$ cat config.mk
export PLATFORM = sky130hd
export DESIGN_NAME = smm_queue
export DESIGN_NICKNAME = d
export VERILOG_FILES = /design/src/sv/smm_pkg.sv /design/src/sv/smm_queue.sv
export SDC_FILE = /design/constraint.sdc
export NUM_CORES = 1
export LEC_CHECK = 0
export BUFFER_PORTS_ARGS = -buffer_cell sky130_fd_sc_hd__buf_4
export CAP_MARGIN = 20
export CORE_MARGIN = 4
export CORE_UTILIZATION = 43
export CTS_BUF_LIST = sky130_fd_sc_hd__clkbuf_2
export DETAILED_ROUTE_END_ITERATION = 8
export PLACE_DENSITY = 0.77
export SKIP_CTS_REPAIR_TIMING = 1
export SYNTH_ARGS = -nofsm -noshare
export SYNTH_HDL_FRONTEND = slang
export SYNTH_SLANG_ARGS = --single-unit
$ cat constraint.sdc
create_clock -name clock -period 4.3 [get_ports clock]
set_input_delay 0.86 -clock clock [delete_from_list [all_inputs] [get_ports clock]]
set_output_delay 0.86 -clock clock [all_outputs]
set_load 0.005 [all_outputs]
$ cat src/sv/smm_pkg.sv
package smm_pkg;

   // Default store dimensions.
   localparam int MAX_ROWS_DEF = 16;
   localparam int MAX_COLS_DEF = 16;

   // Field widths.
   localparam int IDX_W      = 4;
   localparam int SIZE_W     = 5;
   localparam int VAL_W      = 32;
   localparam int OP_W       = 2;
   localparam int CSR_IDX_W  = 2;
   localparam int REQ_DATA_W = 40;
   localparam int REQ_USER_W = 2;
   localparam int RSP_DATA_W = 40;
   localparam int RSP_USER_W = 2;

   // Datapath widths: dot product, scaled sum and the shared multiplier.
   localparam int DOT_W  = 64;
   localparam int ACC_W  = 96;
   localparam int MUL_W  = 33;
   localparam int PROD_W = 66;

   // Entries in the queue between front and back.
   localparam int QUEUE_DEPTH = 2;

   // Register reset values.
   localparam logic [SIZE_W-1:0] ROWS_RESET  = 5'd16;
   localparam logic [SIZE_W-1:0] COLS_RESET  = 5'd16;
   localparam logic [VAL_W-1:0]  ALPHA_RESET = 32'h0001_0000;
   localparam logic [VAL_W-1:0]  BETA_RESET  = 32'h0000_0000;

   typedef enum logic [OP_W-1:0] {
      OP_LOAD_A = 2'd0,
      OP_LOAD_B = 2'd1,
      OP_LOAD_C = 2'd2,
      OP_READ   = 2'd3
   } op_type;

   typedef enum logic [CSR_IDX_W-1:0] {
      CSR_ROWS_USED  = 2'd0,
      CSR_COLS_USED  = 2'd1,
      CSR_ALPHA_GAIN = 2'd2,
      CSR_BETA_GAIN  = 2'd3
   } csr_index_type;

   typedef enum logic [2:0] {
      KIND_LOAD_A,
      KIND_LOAD_B,
      KIND_LOAD_C,
      KIND_READ,
      KIND_READ_ERR,
      KIND_DROP
   } item_kind_type;

   typedef struct packed {
      item_kind_type           kind;
      logic [IDX_W-1:0]        row;
      logic [IDX_W-1:0]        col;
      logic [VAL_W-1:0]        value;
   } entry_type;

   // Effective sizes (already clamped) and gains.
   typedef struct packed {
      logic [SIZE_W-1:0] rows;
      logic [SIZE_W-1:0] cols;
      logic [VAL_W-1:0]  alpha;
      logic [VAL_W-1:0]  beta;
   } cfg_type;

   typedef enum logic [1:0] {
      PK_DOT,
      PK_ALPHA_LO,
      PK_ALPHA_HI,
      PK_BETA
   } prod_kind_type;

   typedef enum logic [2:0] {
      ST_IDLE,
      ST_DOT,
      ST_DRAIN,
      ST_MUL_LO,
      ST_MUL_HI,
      ST_MUL_C,
      ST_SUM,
      ST_DONE
   } back_state_type;

endpackage

$ cat src/sv/smm_queue.sv
module smm_queue (
   input  logic               clock,
   input  logic               reset,
   input  logic               push,
   input  smm_pkg::entry_type push_entry,
   output logic               ready,
   input  logic               pop,
   output logic               valid,
   output smm_pkg::entry_type head
);

   localparam int DEPTH = smm_pkg::QUEUE_DEPTH;
   localparam int PTR_W = (DEPTH > 1) ? $clog2(DEPTH) : 1;
   localparam int CNT_W = $clog2(DEPTH + 1);

   smm_pkg::entry_type slots_ff [DEPTH];
   logic [PTR_W-1:0]   wr_ptr_ff;
   logic [PTR_W-1:0]   wr_ptr_in;
   logic [PTR_W-1:0]   rd_ptr_ff;
   logic [PTR_W-1:0]   rd_ptr_in;
   logic [CNT_W-1:0]   count_ff;
   logic [CNT_W-1:0]   count_in;

   assign ready = count_ff != CNT_W'(DEPTH);
   assign valid = count_ff != '0;
   assign head  = slots_ff[rd_ptr_ff];

   // Pointer and fill count updates.
   always_comb begin
      wr_ptr_in = wr_ptr_ff;
      rd_ptr_in = rd_ptr_ff;
      if (push) begin
         wr_ptr_in = (wr_ptr_ff == PTR_W'(DEPTH - 1)) ? '0 : wr_ptr_ff + 1'b1;
      end
      if (pop) begin
         rd_ptr_in = (rd_ptr_ff == PTR_W'(DEPTH - 1)) ? '0 : rd_ptr_ff + 1'b1;
      end
      count_in = count_ff + CNT_W'(push) - CNT_W'(pop);
   end

   always_ff @(posedge clock) begin
      if (reset) begin
         wr_ptr_ff <= '0;
         rd_ptr_ff <= '0;
         count_ff  <= '0;
      end else begin
         wr_ptr_ff <= wr_ptr_in;
         rd_ptr_ff <= rd_ptr_in;
         count_ff  <= count_in;
      end
   end

   // Entry storage.
   always_ff @(posedge clock) begin
      if (push) begin
         slots_ff[wr_ptr_ff] <= push_entry;
      end
   end

endmodule

==> summary.txt, run 1 <==
Synth
  – Post-synth EDFFs: between 80 and 90
  – Commonest cells post-synth: edfxtp_1 (86), mux2_4 (40), dfxtp_1 (5), buf_12 (4), nor2_1 (4)
  – Yosys top cell by area: edfxtp_1
  – Mapped Cells: about 160
  – Avg Cell Area, Syn: 22.7 um^2
  – Top_reg_cell synth: edfxtp_1
  – Distinct cells, synth: 15
  – Top cell type's share of synthesized area: 73.3%
  – Mapped Nets: 204
  – Main area contributors after synthesis: edfxtp_1 (73%), mux2_4 (17%), dfxtp_1 (2.8%), buf_12 (2.3%), mux2_2 (0.96%)
  – Sequential fraction of the synthesis area: 76.1%
  – YS warnings: 0
  – Post-synth ARST share: 0%
  – Count leader, synth: edfxtp_1
  – Yosys reg bits: 91
  – Synthesized area: approximately 3500 um^2

Drt
  – DRT antenna net count: 0
  – Via count: 1,670
  – First drt pass iteration count: 4
  – Routed WL: approximately 5700 um
  – WL/cell: between 15 and 20 um
  – # DRC: 0
  – Iter 0 DRT Violations: 39
  – Via-to-Cell Ratio: 4.61

Layout
  – Area growth, synth to finish: 26.3%
  – N_diodes: 0
  – Post-layout nets: 304
  – Share of cells above drive strength 1: between 60% and 70%

STA
  – Setup_tns: 0 ps
  – Slew Limit Fails: 0
  – Max transition margin: 54.4%
  – Fin. Hold Viols: 0
  – Period utilization: 75.4%
  – Final setup fails: 0
  – Clk_skew: ~33 ps
  – Highest clock rate: between 0.3 and 0.4 GHz
  – Unrepaired setup endpoints after global routing: false
  – Final setup margin: between 1000 and 1500 ps
  – Measured slew at the worst slew-check pin: between 600 and 700 ps
  – Tmin final: 3240 ps

Worst setup path
  – CP startpoint kind: register
  – CP dominant cell by count: buf_4
  – Crit-path max cell delay: ~830 ps
  – Critical path peak fanout: 23
  – WP data arrival: approximately 2400 ps
  – Slowest CP cell: dfxtp_2
  – Critical path, cell by cell: buf_4, mux2_2, buf_4
  – R2r setup slk: roughly 2600 ps
  – R2R Path End: slots_ff[0][22]
  – Kind of critical path: reg -> out
  – Worst R2R Path Depth: 2
  – Critical path required time: 3440 ps
  – Worst path top cell family by delay: flip-flops
  – Worst setup EP type: output pin
  – Worst path bufs/invs: 2
  – Worst r2r src: wr_ptr_ff

CTS
  – CTS Buf Count: 9
  – CTS tree: yes
  – Clock root cell: clkbuf_2
  – Clock buffer depth: 2
  – Clock-pin slew on the worst setup and hold paths: roughly 230 ps
  – Sink Count: between 90 and 100
  – H-tree depth: 3
  – Clk_lat worst skew: 500 ps

Run status
  – Status: finished, final reports clean

Die
  – CORE AREA: 7850 um^2
  – DIE HEIGHT: slightly below 100 um
  – Initial Util: about 45%
  – Die area: 9710 um^2
  – Die X: 98.5 um
  – Io pins: between 90 and 100
  – Site row count: 32

Pwr
  – Power Density: 416 nW/um^2
  – Max IR drop VDD: approximately 0.00025 V
  – Leakage: approximately 1.8 nW

Hold path
  – Hold Path Depth: 2
  – HP Start: reset
  – Hold crit path type: in -> reg

Placement
  – PortBufs: just over 90
  – HPWL after detailed placement: 3840 um
  – Post-place setup slack: approximately 1600 ps
  – Final GP Congestion: ~0.67

GRT
  – GRT Total Usage: a little under an eighth
  – Initial antenna violation count: 0
  – Largest net degree at the start of global routing: 44
  – First-pass GRT wire length: around 8900 um
  – Number of global-route vias before repair: 1,827
  – GR Overflow Total: 0

Flow run
  – Max-Cap Viols: 0
## metal layers
metal / vias up / wire length (um) / GRT usage, %
met2: 58 / 2910 / 20.5
met3: 6 / 407 / 4.25
met4: 0 / 58 / 5.04
met1: 808 / 2290 / 13.4
li1: 798 / - / -
met5: - / 0 / 0
## kinds of logic after synthesis
family / share of synthesized area, %
flip-flops: 76.1
multiplexers: 18.0
AND/OR/NAND/NOR: 1.24
buffers and inverters: 2.80
XOR/XNOR: 1.14
adder cells (fa/ha/maj): 0.710
## area by class of cell
class	instances	area (um^2)
Timing Repair Buffer	94	718
Tap cell	102	128
Multi-Input combinational cell	57	752
Sequential cell	91	2680
Inverter	2	7.51
Clock inverter	7	116
Clock buffer	9	45.0
Fill cell	622	3400
## per-stage QoR
stage	instance area (um^2)	power [W]	hold WS (ps)	cells	util (%)
after floorplan	3520	0.00123	480	155	-
after global placement	4270	0.00134	496	345	54.4
after detailed placement	4270	0.00135	503	345	54.4
after CTS	4430	0.00187	464	361	56.5
after global routing	4450	0.00193	430	362	56.7
final	4450	0.00185	505	362	56.7
## worst reg2reg max path: cells and delay by family, from the launching register on
family | cells | cell delay, ps
flip-flops | 1 | 400
AND/OR/NAND/NOR | 1 | 540
buffers and inverters | 1 | 430
## power breakdown
part           leakage (nW)  switching (W)  internal [W]
sequential            0.849      0.0000259       0.00103
clock                0.0935       0.000275      0.000250
combinational         0.832      0.0000942      0.000173
## how the worst max path moves through the flow
stage	from	to	cells past startpoint
CTS	register	head[38]	3
global placement	register	head[31]	3
finish	register	head[38]	3
global route	register	head[38]	3
floorplan	push	slots_ff[0][0]	1
detailed placement	register	head[38]	3
## flip-flops by register name, summed over array words and instances (netlist names), named ones only
name and count:
slots_ff 86, count_ff 2, rd_ptr_ff 1, wr_ptr_ff 1
## placed cells by master, fill, tap and decap left out, types with 2 or more instances in the layout
cell	Yosys	final
buf_4	0	93
bufinv_16	0	3
clkbuf_2	0	9
clkinv_4	0	2
dfxtp_1	5	4
edfxtp_1	86	86
ha_1	2	2
inv_1	2	2
mux2_2	3	3
mux2_4	40	40
nor2_1	4	4
xnor2_1	2	2
Power figures use the tool's default switching activity.
==> run 2, diff against run 1 <==
Clock period 4.3 ns to 3.1 ns, I/O delays scaled along.
==> run 2 against run 1 <==
Compared with the run above: critical path depth is the same; register-to-register slack lost 1200 ps; highest routed layer unchanged; wire length grew 0.11%; largest cell class unchanged; sequential cell count is the same; via count shrank 0.24%; die area is the same; sequential power grew 37%; setup slack lost 380 ps; clock power grew 16%.
==> summary.txt, run 2 (synthesized netlist as in run 1, its figures left out) <==
Run status
  – Status: finished, final reports clean

Drt
  – DRT antenna net count: 0 (unchanged)
  – Routed WL: 5670 um (+0.11%)
  – Via-to-Cell Ratio: 4.61 (about the same)
  – Via count: 1,666 (-0.24%)
  – # DRC: 0 (unchanged)
  – Iter 0 DRT Violations: 39 (unchanged)
  – First drt pass iteration count: 4 (unchanged)
  – WL/cell: 15.7 um (+0.38%)

GRT
  – Largest net degree at the start of global routing: 27 (-39%)
  – Number of global-route vias before repair: 1,831 (+0.22%)
  – First-pass GRT wire length: 9060 um (+1.9%)
  – Initial antenna violation count: 0 (unchanged)
  – GR Overflow Total: 0 (unchanged)
  – GRT Total Usage: 12.1% (+0.22 points)

CTS
  – CTS tree: yes
  – Clock buffer depth: 2 (unchanged)
  – H-tree depth: 3 (unchanged)
  – Clock-pin slew on the worst setup and hold paths: 220 ps (about the same)
  – Clock root cell: clkbuf_2
  – Sink Count: 91 (unchanged)
  – CTS Buf Count: 9 (unchanged)
  – Clk_lat worst skew: 490 ps (about the same)

Die
  – Io pins: 92 (unchanged)
  – Die X: 98.5 um (unchanged)
  – Site row count: 32 (unchanged)
  – Die area: 9710 um^2 (unchanged)
  – DIE HEIGHT: 98.5 um (unchanged)
  – CORE AREA: 7850 um^2 (unchanged)
  – Initial Util: 44.9% (unchanged)

Pwr
  – Power Density: 555 nW/um^2 (+34%)
  – Leakage: 1.77 nW (-0.54%)
  – Max IR drop VDD: 0.000255 V (+0.62%)

Layout
  – Max reg flops: 86 (unchanged)
  – Fin area: 4420 um^2 (-0.76%)
  – N_diodes: 0 (unchanged)
  – Filler cell count in the final layout: 659 (+5.9%)
  – Commonest non-fill, non-tap cells in the layout: buf_4 (94), edfxtp_1 (86), mux2_4 (40)
  – Register area: 2680 um^2 (unchanged)
  – Area growth, synth to finish: 25.3%
  – Top reg by flops: slots_ff
  – Multi-input logic area: 752 um^2 (unchanged)
  – Most common cell after layout, fill and taps aside: buf_4
  – Share of cells above drive strength 1: 60.2% (+0.23 points)
  – Finished Core Util: 56.3% (-0.43 points)
  – Regs by FF count: slots_ff: 86 flops, count_ff: 2 flops
  – Post-layout nets: 305 (+0.33%)

Placement
  – Post-place setup slack: 1060 ps (-540 ps)
  – Placed Area: 4300 um^2 (+0.64%)
  – Final GP Congestion: 0.717 (+7.5%)
  – PortBufs: 91 (unchanged)

Worst setup path
  – WP data arrival: 1810 ps (-570 ps)
  – CP startpoint kind: register
  – Critical path peak fanout: 26 (+13%)
  – Worst setup EP type: output pin
  – Critical path required time: 2480 ps (-960 ps)
  – Kind of critical path: reg -> out

STA
  – Slew Limit Fails: 0 (unchanged)
  – Setup_tns: 0 ps (unchanged)
  – Tmin final: roughly 2400 ps
  – Clk_skew: 21.1 ps (-11.7 ps)
  – Highest clock rate: 0.412 GHz
  – Final setup fails: 0 (unchanged)
  – Period utilization: ~80%
  – Unrepaired setup endpoints after global routing: false
  – Final setup margin: 674 ps (-384 ps)
  – Max transition margin: 59.7% (+5.3 points)
  – Fin. Hold Viols: 0 (unchanged)
  – Measured slew at the worst slew-check pin: 603 ps (-81.2 ps)

Flow run
  – Max-Cap Viols: 0 (unchanged)

Hold path
  – Hold crit path type: in -> reg
## run 2: cell count changes in the layout (fill, tap and decap cells not counted), sizes merged
cell / before / now
buf: 94 / 95
clkbuf: 9 / 11
bufinv: 3 / 2
clkinv: 4 / 1
## run 2: per-layer routing
layer / GRT usage, % / up-vias / wire, um
met5: 0 / - / 0
met4: 5.67 / 0 / 106
met3: 4.39 / 11 / 438
met2: 19.9 / 59 / 2870
met1: 14.3 / 799 / 2250
li1: - / 797 / -
## run 2: where the power goes
part	leakage (nW)	internal, W	total (W)	switching (W)
clock network	0.0779	0.000265	0.000611	0.000346
registers	0.849	0.00143	0.00145	0.0000224
logic	0.839	0.000242	0.000387	0.000145
total	1.77	0.00194	0.00245	0.000514
## run 2: worst paths after layout
path | depth (start not counted) | end | from | slack (ps)
max | 3 | head[31] | register | 670
max reg2reg | 2 | slots_ff[1][4] | wr_ptr_ff | 1400
min reg2reg | 2 | rd_ptr_ff | rd_ptr_ff | 550
min | 1 | slots_ff[0][3] | push_entry[3] | 290
## run 2: cell type report
class,count,share of cell area [%]
repair buffers,95,16.4
inverters,2,0.170
clock buffers,11,1.25
flip-flops and latches,91,60.8
multi-input cells,57,17.0
clock inverters,3,1.47
well taps,102,2.89
## run 2: metrics by stage
stage | hold WS (ps) | std cells | power, W
2_1_floorplan | 480 | 155 | 0.00170
6_report | 293 | 361 | 0.00245
4_1_cts | 228 | 361 | 0.00249
5_1_grt | 213 | 361 | 0.00257
3_5_place_dp | 502 | 347 | 0.00188
3_3_place_gp | 493 | 347 | 0.00187
## run 2: critical path: stages, from the launching register on
cell     delay, ps
dfxtp_2        370
buf_4          400
mux2_2         410
buf_4          140
