==> config.mk <==
export PLATFORM = sky130hd
export DESIGN_NAME = smm_front
export DESIGN_NICKNAME = d
export VERILOG_FILES = /design/src/sv/smm_pkg.sv /design/src/sv/smm_front.sv
export SDC_FILE = /design/constraint.sdc
export NUM_CORES = 1
export LEC_CHECK = 0
export BUFFER_PORTS_ARGS = -buffer_cell sky130_fd_sc_hd__buf_2
export CAP_MARGIN = 30
export CORE_AREA = 2 2 64 66
export DETAILED_ROUTE_END_ITERATION = 8
export DIE_AREA = 0 0 66 68
export PLACE_DENSITY_LB_ADDON = 0.3
export SYNTH_ARGS = -nofsm -noshare
export SYNTH_HDL_FRONTEND = slang
export SYNTH_SLANG_ARGS = --single-unit
==> constraint.sdc <==
create_clock -name vclk -period 2.6
set_clock_uncertainty 0.05 [all_clocks]
set_input_delay 0.39 -clock vclk [all_inputs]
set_output_delay 0.39 -clock vclk [all_outputs]
set_load 0.03 [all_outputs]
==> src/sv/smm_pkg.sv <==
package smm_pkg;

   // Default store dimensions.
   localparam int MAX_ROWS_DEF = 16;
   localparam int MAX_COLS_DEF = 16;

   // Field widths.
   localparam int IDX_W      = 4;
   localparam int SIZE_W     = 5;
   localparam int VAL_W      = 32;
   localparam int OP_W       = 2;
   localparam int CSR_IDX_W  = 2;
   localparam int REQ_DATA_W = 40;
   localparam int REQ_USER_W = 2;
   localparam int RSP_DATA_W = 40;
   localparam int RSP_USER_W = 2;

   // Datapath widths: dot product, scaled sum and the shared multiplier.
   localparam int DOT_W  = 64;
   localparam int ACC_W  = 96;
   localparam int MUL_W  = 33;
   localparam int PROD_W = 66;

   // Entries in the queue between front and back.
   localparam int QUEUE_DEPTH = 2;

   // Register reset values.
   localparam logic [SIZE_W-1:0] ROWS_RESET  = 5'd16;
   localparam logic [SIZE_W-1:0] COLS_RESET  = 5'd16;
   localparam logic [VAL_W-1:0]  ALPHA_RESET = 32'h0001_0000;
   localparam logic [VAL_W-1:0]  BETA_RESET  = 32'h0000_0000;

   typedef enum logic [OP_W-1:0] {
      OP_LOAD_A = 2'd0,
      OP_LOAD_B = 2'd1,
      OP_LOAD_C = 2'd2,
      OP_READ   = 2'd3
   } op_type;

   typedef enum logic [CSR_IDX_W-1:0] {
      CSR_ROWS_USED  = 2'd0,
      CSR_COLS_USED  = 2'd1,
      CSR_ALPHA_GAIN = 2'd2,
      CSR_BETA_GAIN  = 2'd3
   } csr_index_type;

   typedef enum logic [2:0] {
      KIND_LOAD_A,
      KIND_LOAD_B,
      KIND_LOAD_C,
      KIND_READ,
      KIND_READ_ERR,
      KIND_DROP
   } item_kind_type;

   typedef struct packed {
      item_kind_type           kind;
      logic [IDX_W-1:0]        row;
      logic [IDX_W-1:0]        col;
      logic [VAL_W-1:0]        value;
   } entry_type;

   // Effective sizes (already clamped) and gains.
   typedef struct packed {
      logic [SIZE_W-1:0] rows;
      logic [SIZE_W-1:0] cols;
      logic [VAL_W-1:0]  alpha;
      logic [VAL_W-1:0]  beta;
   } cfg_type;

   typedef enum logic [1:0] {
      PK_DOT,
      PK_ALPHA_LO,
      PK_ALPHA_HI,
      PK_BETA
   } prod_kind_type;

   typedef enum logic [2:0] {
      ST_IDLE,
      ST_DOT,
      ST_DRAIN,
      ST_MUL_LO,
      ST_MUL_HI,
      ST_MUL_C,
      ST_SUM,
      ST_DONE
   } back_state_type;

endpackage

==> src/sv/smm_front.sv <==
module smm_front #(
   parameter int MAX_ROWS = smm_pkg::MAX_ROWS_DEF,
   parameter int MAX_COLS = smm_pkg::MAX_COLS_DEF
) (
   input  logic                              req_tvalid,
   output logic                              req_tready,
   input  logic [smm_pkg::REQ_DATA_W-1:0]    req_tdata,
   input  logic [smm_pkg::REQ_USER_W-1:0]    req_tuser,
   input  smm_pkg::cfg_type                  cfg,
   input  logic                              q_ready,
   output logic                              q_push,
   output smm_pkg::entry_type                q_entry
);

   localparam int IDX_W = smm_pkg::IDX_W;
   localparam int VAL_W = smm_pkg::VAL_W;

   logic [IDX_W-1:0]       row;
   logic [IDX_W-1:0]       col;
   logic [VAL_W-1:0]       value;
   logic                   row_in_store;
   logic                   col_in_store;
   smm_pkg::item_kind_type kind;

   // Unpack the request and decide what the back end has to do with it.
   always_comb begin
      row          = req_tdata[IDX_W-1:0];
      col          = req_tdata[2*IDX_W-1:IDX_W];
      value        = req_tdata[2*IDX_W+VAL_W-1:2*IDX_W];
      row_in_store = int'(row) < MAX_ROWS;
      col_in_store = int'(col) < MAX_COLS;
      unique case (smm_pkg::op_type'(req_tuser))
         smm_pkg::OP_LOAD_A: begin
            // Only the lower triangle of A is kept.
            kind = (row_in_store && (col <= row)) ? smm_pkg::KIND_LOAD_A
                                                  : smm_pkg::KIND_DROP;
         end
         smm_pkg::OP_LOAD_B: begin
            kind = (row_in_store && col_in_store) ? smm_pkg::KIND_LOAD_B
                                                  : smm_pkg::KIND_DROP;
         end
         smm_pkg::OP_LOAD_C: begin
            kind = (row_in_store && col_in_store) ? smm_pkg::KIND_LOAD_C
                                                  : smm_pkg::KIND_DROP;
         end
         smm_pkg::OP_READ: begin
            kind = (({1'b0, row} >= cfg.rows) || ({1'b0, col} >= cfg.cols))
                   ? smm_pkg::KIND_READ_ERR : smm_pkg::KIND_READ;
         end
      endcase
   end

   // Ignored loads are consumed here and never reach the queue.
   assign req_tready    = q_ready;
   assign q_push        = req_tvalid && q_ready && (kind != smm_pkg::KIND_DROP);
   assign q_entry.kind  = kind;
   assign q_entry.row   = row;
   assign q_entry.col   = col;
   assign q_entry.value = value;

endmodule

==> key figures, run 1 <==
Critical path
  • Most used cell, CP: buf_2
  • Crit path largest cell delay: about 0.37 ns
  • CP max stage cell: a221o_1
  • Worst Path Max Fanout: 3
  • CP startpoint kind: primary input
  • CP cell instances: buf_2 -> ha_1 -> a21oi_2 -> o21ai_1 -> a221o_1 -> a21oi_1 -> buf_2
  • WP data arrival: 1.81 ns
  • Crit path capture type: primary output
  • Critical path class: in -> out
  • Req. time, crit path: 2.16 ns

Cells and area
  • Finished Core Util: 0.156
  • Proportion of layout cells with a drive suffix above 1: 0.425
  • Most frequent cells in the layout: 35 x buf_2, 16 x inv_1, 12 x ha_1
  • CLK BUF: 0
  • Final Non-Filler Cells: between 100 and 150
  • Register area: 0 µm²
  • Final Instance Area: approximately 600 µm²
  • Synth-to-Final Area Change: -10.4%
  • Most common cell after layout, fill and taps aside: buf_2
  • Num sequential: 0
  • Area occupied by multi-input gates: around 300 µm²
  • Nets: 219
  • Fillers: 456
  • Ant. Diodes: 0

Placed design
  • Inst Count DP: 137
  • Setup WS pre-CTS: 0.342 ns
  • Dpl hpwl: 1210 µm
  • Port Buffers: 35
  • RePlAce Congestion: 0.610
  • DP Area: ~600 µm²

Synth
  • Top cells by area, synth: buf_4 46%, ha_1 22%, inv_1 9.0%
  • Sequential area share after synthesis: 0
  • Synthesized netlist cell count: 93
  • Syn Area/Cell: 7.21 µm²
  • Synthesized area: 671 µm²
  • Distinct cells, synth: 19
  • Yosys top cell area share: 0.459
  • Synth area leader: buf_4
  • Syn_nets: between 200 and 250
  • Synth Warn #: 0

Power
  • Seq pwr share: 0
  • Switching share of total power: 0.597
  • PwrDens: ~190 nW/µm²
  • Cell Int Power: 46.2 µW
  • Worst VDD drop: just over 0.05 mV
  • Clock power frac: 0
  • Comb pwr share: 1.000
  • Tot Pwr: approximately 110 µW
  • Leak: approximately 0.37 nW
  • NetSw: 68.4 µW

Floorplanning
  • Die height: slightly below 70 µm
  • IO Pins: 163
  • Row cnt: 23
  • Chip Width: approximately 66 µm
  • Core area: 3860 µm²
  • Die footprint: 4490 µm²
  • Initial Utilization: 0.174

Timing
  • Max Slew Vio Count: 0
  • Slew headroom: 0.854
  • Unrepaired setup endpoints after global routing: false
  • Final hold slack: 0.730 ns
  • Setup TNS: 0 ns
  • Final hold viol count: 0
  • Worst Max-Slew Pin Slew: 0.219 ns
  • Post-route worst setup slack: between 0.3 and 0.4 ns
  • Final setup vio count: 0
  • Final Cycle Share: 0.866
  • Minimum clock period: 2.25 ns
  • Fmax: 444 MHz

Route
  • M1 wire length: 550 µm
  • Detailed-routing iteration count for the pre-antenna-repair pass: 1
  • DR vias/cell: between 3 and 4
  • Total length of routed met3 wires: 182 µm
  • Drt drc: 0
  • Post-detailed-route wirelength per cell: 9.61 µm
  • Post-DRT Antenna Nets: 0
  • Highest routed layer: met4
  • Initial DRC count: 0
  • Total Routed Length: 1320 µm
  • Routed via count: a little over 500
  • Met2 wire length: 551 µm

Run status
  • Status: completed

Flow run
  • Maximum Capacitance Violations: 0

Clock network
  • Hold buffer count at CTS: 0
  • Setup bufs post-CTS: 0
  • Post-CTS resize count: 0

Hold path
  • Worst Hold Class: in -> out
  • Worst hold endpoint: q_entry[10]
  • Hold depth: 0
  • Hold path startpoint: req_tdata[18]

Global routing
  • Total grt overflow: 0
  • First-pass GRT wire length: around 2000 µm
  • Largest net degree at the start of global routing: 5
  • Vias in the first global route: 476
  • Total GRT Usage: 0.0556
  • Initial antenna violation count: 0
how the worst max path moves through the flow:
stage	cells past startpoint	endpoint	slack [ns]	startpoint
finish	7	q_entry[41]	0.35	req_tdata[6]
global route	7	q_entry[41]	0.24	req_tdata[2]
floorplan	6	q_entry[40]	0.44	req_tdata[4]
CTS	7	q_entry[41]	0.35	req_tdata[6]
global placement	8	q_entry[40]	0.39	req_tdata[4]
detailed placement	8	q_entry[41]	0.34	req_tdata[4]
cell usage after synthesis:
library cell / count
a221o_1: 1
a21oi_2: 1
buf_4: 41
and2_1: 1
a31oi_1: 1
nor2_1: 1
nand3_1: 2
o21ai_1: 2
o22ai_1: 1
nor2b_4: 1
nand2_1: 2
nand4_1: 1
a21bo_1: 1
o221ai_1: 1
inv_1: 16
a21oi_1: 4
nor2b_1: 3
and3_1: 1
ha_1: 12
power groups by stage:
stage          combinational, mW  sequential (mW)  clock [mW]
3_3_place_gp               0.114                0           0
3_5_place_dp               0.116                0           0
4_1_cts                    0.117                0           0
2_1_floorplan              0.174                0           0
5_1_grt                    0.130                0           0
6_report                   0.115                0           0
final cells by class:
class	count	area share
timing repair buffer	35	0.292
tap	50	0.104
inverter	16	0.100
multi-input combinational	36	0.504
layer usage:
| metal | vias up | GRT usage |
|---|---|---|
| met1 | 217 | 0.0703 |
| li1 | 246 | - |
| met5 | - | 0 |
| met3 | 8 | 0.0214 |
| met4 | 0 | 0.0153 |
| met2 | 45 | 0.0884 |
logic make-up (layout without fill, tap and decap cells):
group           Yosys count  count (layout)  share of synthesized area
compound gates           12              12                      0.119
fa+ha+maj                12              12                      0.224
buf+inv                  57              51                      0.549
simple gates             12              12                      0.108
critical path: cells and delay by family:
family                     cells  cell delay (ns)
AOI/OAI and AO/OA              4             0.76
adders and majority gates      1             0.32
buffers and inverters          2             0.34
(Power assumes the default switching activity.)
==> run 2: changes to the inputs <==
Settings changed: CORE_AREA 2 2 64 66 to 2 2 63 65, DIE_AREA 0 0 66 68 to 0 0 65 67.
Clock period 2.6 ns to 2.5 ns, I/O delays scaled along.
==> run 2 against run 1 <==
Net effect:
- wire length up 31%
- via count is 2.1% lower
- worst setup slack got worse by 0.039 ns
- critical path depth up 1
- first-iteration DRC count increased by 5
- cell count decreased by 1.5%
- core utilization up 1.0 points
- power increased by 3.2%
- count of clock-buffer cells in the layout did not move
- critical path type unchanged
- highest routed layer unchanged
==> key figures, run 2 (synthesis results as in run 1) <==
Timing
  • Minimum clock period: 2.19 ns
  • Setup TNS: 0 ns (unchanged)
  • Worst Max-Slew Pin Slew: 0.248 ns (+0.0290 ns)
  • Final hold viol count: 0 (unchanged)
  • Final Cycle Share: 0.876
  • Fmax: approximately 460 MHz
  • Max Slew Vio Count: 0 (unchanged)
  • Final setup vio count: 0 (unchanged)
  • Unrepaired setup endpoints after global routing: false
  • Slew headroom: 0.835 (-0.0193)
  • Post-route worst setup slack: 0.310 ns (-0.0390 ns)

Power
  • Clock power frac: 0 (unchanged)
  • Worst VDD drop: 0.0530 mV (+2.8%)
  • Switching share of total power: 0.596 (-0.000994)
  • Tot Pwr: 118 µW (+3.2%)
  • Seq pwr share: 0 (unchanged)
  • PwrDens: 198 nW/µm² (+3.6%)
  • Comb pwr share: 1.000 (about the same)
  • NetSw: 70.4 µW (+3.0%)
  • Leak: 0.372 nW (unchanged)
  • Cell Int Power: 47.8 µW (+3.5%)

Placed design
  • Setup WS pre-CTS: 0.295 ns (-0.0470 ns)
  • Dpl hpwl: 1590 µm (+31%)
  • Port Buffers: 35 (unchanged)
  • RePlAce Congestion: 0.639 (+4.7%)

Flow run
  • Maximum Capacitance Violations: 0 (unchanged)

Route
  • DR vias/cell: 3.74 (-0.68%)
  • Initial DRC count: 5 (+5)
  • Post-detailed-route wirelength per cell: 12.7 µm (+32%)
  • Drt drc: 0 (unchanged)
  • Routed via count: 505 (-2.1%)
  • Total Routed Length: 1720 µm (+31%)
  • Detailed-routing iteration count for the pre-antenna-repair pass: 2 (+1)
  • Post-DRT Antenna Nets: 0 (unchanged)

Floorplanning
  • Core area: 3610 µm² (-6.5%)
  • IO Pins: 163 (unchanged)
  • Initial Utilization: 0.186 (+0.0121)
  • Die footprint: 4360 µm² (-3.0%)
  • Row cnt: 22 (-4.3%)
  • Chip Width: 65 µm (-1.5%)
  • Die height: 67 µm (-1.5%)

Critical path
  • Buffer and inverter count on the worst path: 3 (+1)
  • Crit path largest cell delay: 0.36 ns (about the same)
  • CP cell instances: buf_2 -> inv_1 -> ha_1 -> nor2b_1 -> o21ai_1 -> a221o_1 -> a21oi_1 -> buf_2
  • CP startpoint kind: primary input
  • Crit path max-delay family: compound AO/OA/AOI/OAI gates
  • Most used cell, CP: buf_2
  • CP max stage cell: a221o_1
  • Critical path class: in -> out
  • Worst Path Max Fanout: 3 (unchanged)
  • Req. time, crit path: 2.08 ns (-0.08 ns)
  • Crit path capture type: primary output
  • WP data arrival: 1.76 ns (-0.05 ns)

Cells and area
  • Most frequent cells in the layout: 35 x buf_2, 16 x inv_1, 12 x ha_1
  • Register area: 0 µm² (unchanged)
  • Synth-to-Final Area Change: -10.8%
  • Ant. Diodes: 0 (unchanged)
  • Nets: 219 (unchanged)
  • CLK BUF: 0 (unchanged)
  • Proportion of layout cells with a drive suffix above 1: 0.425 (unchanged)
  • Most common cell after layout, fill and taps aside: buf_2
  • Num sequential: 0 (unchanged)
  • Finished Core Util: 0.166 (+0.0101)

Global routing
  • Total GRT Usage: 0.0735 (+0.0179)
  • Largest net degree at the start of global routing: 5 (unchanged)
  • Vias in the first global route: 508 (+6.7%)
  • Initial antenna violation count: 0 (unchanged)
  • Total grt overflow: 0 (unchanged)
  • First-pass GRT wire length: 2400 µm (+18%)

Clock network
  • Hold buffer count at CTS: 0 (unchanged)
  • Post-CTS resize count: 0 (unchanged)
  • Setup bufs post-CTS: 0 (unchanged)

Run status
  • Status: completed

Hold path
  • Worst Hold Class: in -> out
-- run 2: cell counts in the layout (fill, tap and decap cells not counted) --
No cell type changed its count.
-- run 2: per-layer routing --
layer | part of all wire | global-route usage | vias to the layer above
li1 | - | - | 246
met2 | 0.33 | 0.101 | 31
met1 | 0.31 | 0.0670 | 188
met3 | 0.22 | 0.0422 | 40
met5 | 0 | 0 | -
met4 | 0.14 | 0.0984 | 0
-- run 2: final cells by class --
class	count	area (µm²)
fillers	413	3010
multi-input cells	36	303
repair buffers	35	175
inverters	16	60.1
well taps	48	60.1
-- run 2: power by group through the flow --
| stage | sequential (mW) | clock, mW | combinational, mW |
|---|---|---|---|
| finish | 0 | 0 | 0.118 |
| detailed placement | 0 | 0 | 0.121 |
| global placement | 0 | 0 | 0.118 |
| CTS | 0 | 0 | 0.121 |
| floorplan | 0 | 0 | 0.181 |
| global route | 0 | 0 | 0.134 |
-- run 2: final timing paths --
| kind | end | from | cells after the start | slack, ns |
|---|---|---|---|---|
| max | q_entry[41] | req_tdata[4] | 8 | 0.31 |
| min | q_entry[14] | req_tdata[22] | 0 | 0.70 |
-- run 2: stage by stage --
| stage | hold WS, ns | cells | area (µm²) |
|---|---|---|---|
| detailed placement | 0.700 | 135 | 598 |
| global placement | 0.700 | 135 | 598 |
| finish | 0.700 | 135 | 598 |
| global route | 0.700 | 135 | 598 |
| CTS | 0.700 | 135 | 598 |
| floorplan | 0.832 | 93 | 671 |
==> run 3: changes to the inputs <==
Settings changed: CORE_AREA 2 2 63 65 to default, CORE_ASPECT_RATIO from default to 0.8, CORE_MARGIN from default to 5, CORE_UTILIZATION from default to 23, DIE_AREA 0 0 65 67 to default.
==> run 3 against run 2 <==
Net effect:
- wire length shrank 7.2%
- global-route usage is 0.30 points lower
- worst setup slack better by 0.026 ns
- worst hold slack about the same
- largest cell class unchanged
==> key figures, run 3 (synthesis results as in run 1) <==
Critical path
  • WP data arrival: 1.74 ns (-0.02 ns)
  • CP max stage cell: a221o_1
  • Req. time, crit path: 2.08 ns (about the same)
  • Crit path capture type: primary output
  • Buffer and inverter count on the worst path: 3 (unchanged)
  • Crit path max-delay family: compound AO/OA/AOI/OAI gates
  • Crit path largest cell delay: 0.35 ns (about the same)
  • CP cell instances: buf_2 -> inv_1 -> ha_1 -> nor2b_1 -> o21ai_1 -> a221o_1 -> a21oi_1 -> buf_2
  • Critical path class: in -> out
  • CP startpoint kind: primary input
  • Worst Path Max Fanout: 3 (unchanged)
  • Most used cell, CP: buf_2

Global routing
  • Largest net degree at the start of global routing: 5 (unchanged)
  • Total grt overflow: 0 (unchanged)
  • Total GRT Usage: 0.0705 (-0.00296)
  • Initial antenna violation count: 0 (unchanged)
  • Vias in the first global route: 493 (-3.0%)
  • First-pass GRT wire length: 2350 µm (-2.0%)

Timing
  • Max Slew Vio Count: 0 (unchanged)
  • Unrepaired setup endpoints after global routing: false
  • Worst Max-Slew Pin Slew: 0.258 ns (+0.0102 ns)
  • Minimum clock period: 2.16 ns (-0.0260 ns)
  • Final setup vio count: 0 (unchanged)
  • Final Cycle Share: 0.866 (-0.0104)
  • Fmax: 462 MHz (+1.2%)
  • Setup TNS: 0 ns (unchanged)
  • Post-route worst setup slack: 0.336 ns (+0.0260 ns)
  • Final hold viol count: 0 (unchanged)
  • Slew headroom: 0.828 (-0.00680)

Route
  • Routed via count: 478 (-5.3%)
  • Detailed-routing iteration count for the pre-antenna-repair pass: 2 (unchanged)
  • Post-detailed-route wirelength per cell: 12.8 µm (+0.20%)
  • Initial DRC count: 2 (-3)
  • Drt drc: 0 (unchanged)
  • DR vias/cell: 3.82 (+2.2%)
  • Total Routed Length: 1590 µm (-7.2%)
  • Post-DRT Antenna Nets: 0 (unchanged)

Cells and area
  • Finished Core Util: 0.210 (+0.0443)
  • Synth-to-Final Area Change: -12.7%
  • Ant. Diodes: 0 (unchanged)
  • Most common cell after layout, fill and taps aside: buf_2
  • Proportion of layout cells with a drive suffix above 1: 0.425 (unchanged)
  • Most frequent cells in the layout: 35 x buf_2, 16 x inv_1, 12 x ha_1
  • CLK BUF: 0 (unchanged)
  • Nets: 219 (unchanged)
  • Num sequential: 0 (unchanged)
  • Register area: 0 µm² (unchanged)
  • Final Non-Filler Cells: 125 (-7.4%)

Power
  • PwrDens: 203 nW/µm² (+2.9%)
  • Leak: 0.372 nW (unchanged)
  • Worst VDD drop: 0.0388 mV (-27%)
  • Tot Pwr: 119 µW (+0.73%)

Floorplanning
  • Die footprint: 4100 µm² (-5.8%)
  • Die height: 58.3 µm (-13%)
  • IO Pins: 163 (unchanged)
  • Initial Utilization: 0.241 (+0.0547)
  • Chip Width: 70.4 µm (+8.3%)
  • Core area: 2790 µm² (-23%)
  • Row cnt: 17 (-23%)

Run status
  • Status: completed

Clock network
  • Hold buffer count at CTS: 0 (unchanged)
  • Post-CTS resize count: 0 (unchanged)
  • Setup bufs post-CTS: 0 (unchanged)

Placed design
  • RePlAce Congestion: 0.675 (+5.6%)
  • Port Buffers: 35 (unchanged)
  • Dpl hpwl: 1540 µm (-3.1%)
  • Setup WS pre-CTS: 0.314 ns (+0.0189 ns)
  • Inst Count DP: 125 (-7.4%)

Hold path
  • Worst Hold Class: in -> out

Flow run
  • Maximum Capacitance Violations: 0 (unchanged)
-- run 3: cell counts in the layout (fill, tap and decap cells not counted) --
Identical to the previous run, type by type.
-- run 3: final timing paths --
check | startpoint | endpoint | cells after the start
setup / recovery | req_tdata[4] | q_entry[41] | 8
hold / removal | req_tdata[18] | q_entry[10] | 0
-- run 3: final cells by class --
type	instances	area [µm²]
fillers	325	2200
inverters	16	60.1
multi-input cells	36	303
well taps	38	47.5
repair buffers	35	175
-- run 3: power by group --
| group | switching [mW] | total (mW) | internal [mW] |
|---|---|---|---|
| logic | 0.0707 | 0.119 | 0.0484 |
| clock network | 0 | 0 | 0 |
| registers | 0 | 0 | 0 |
-- run 3: stage by stage --
stage / area [µm²] / hold WS (ns)
6_report: 586 / 0.700
4_1_cts: 586 / 0.700
3_5_place_dp: 586 / 0.700
2_1_floorplan: 671 / 0.832
5_1_grt: 586 / 0.700
3_3_place_gp: 586 / 0.700
-- run 3: metal layers --
layer / vias to the layer above / global-route usage / wire, µm
li1: 246 / - / -
met4: 0 / 0.0164 / 32
met3: 8 / 0.0256 / 239
met2: 40 / 0.133 / 752
met5: - / 0 / 0
met1: 184 / 0.0754 / 569
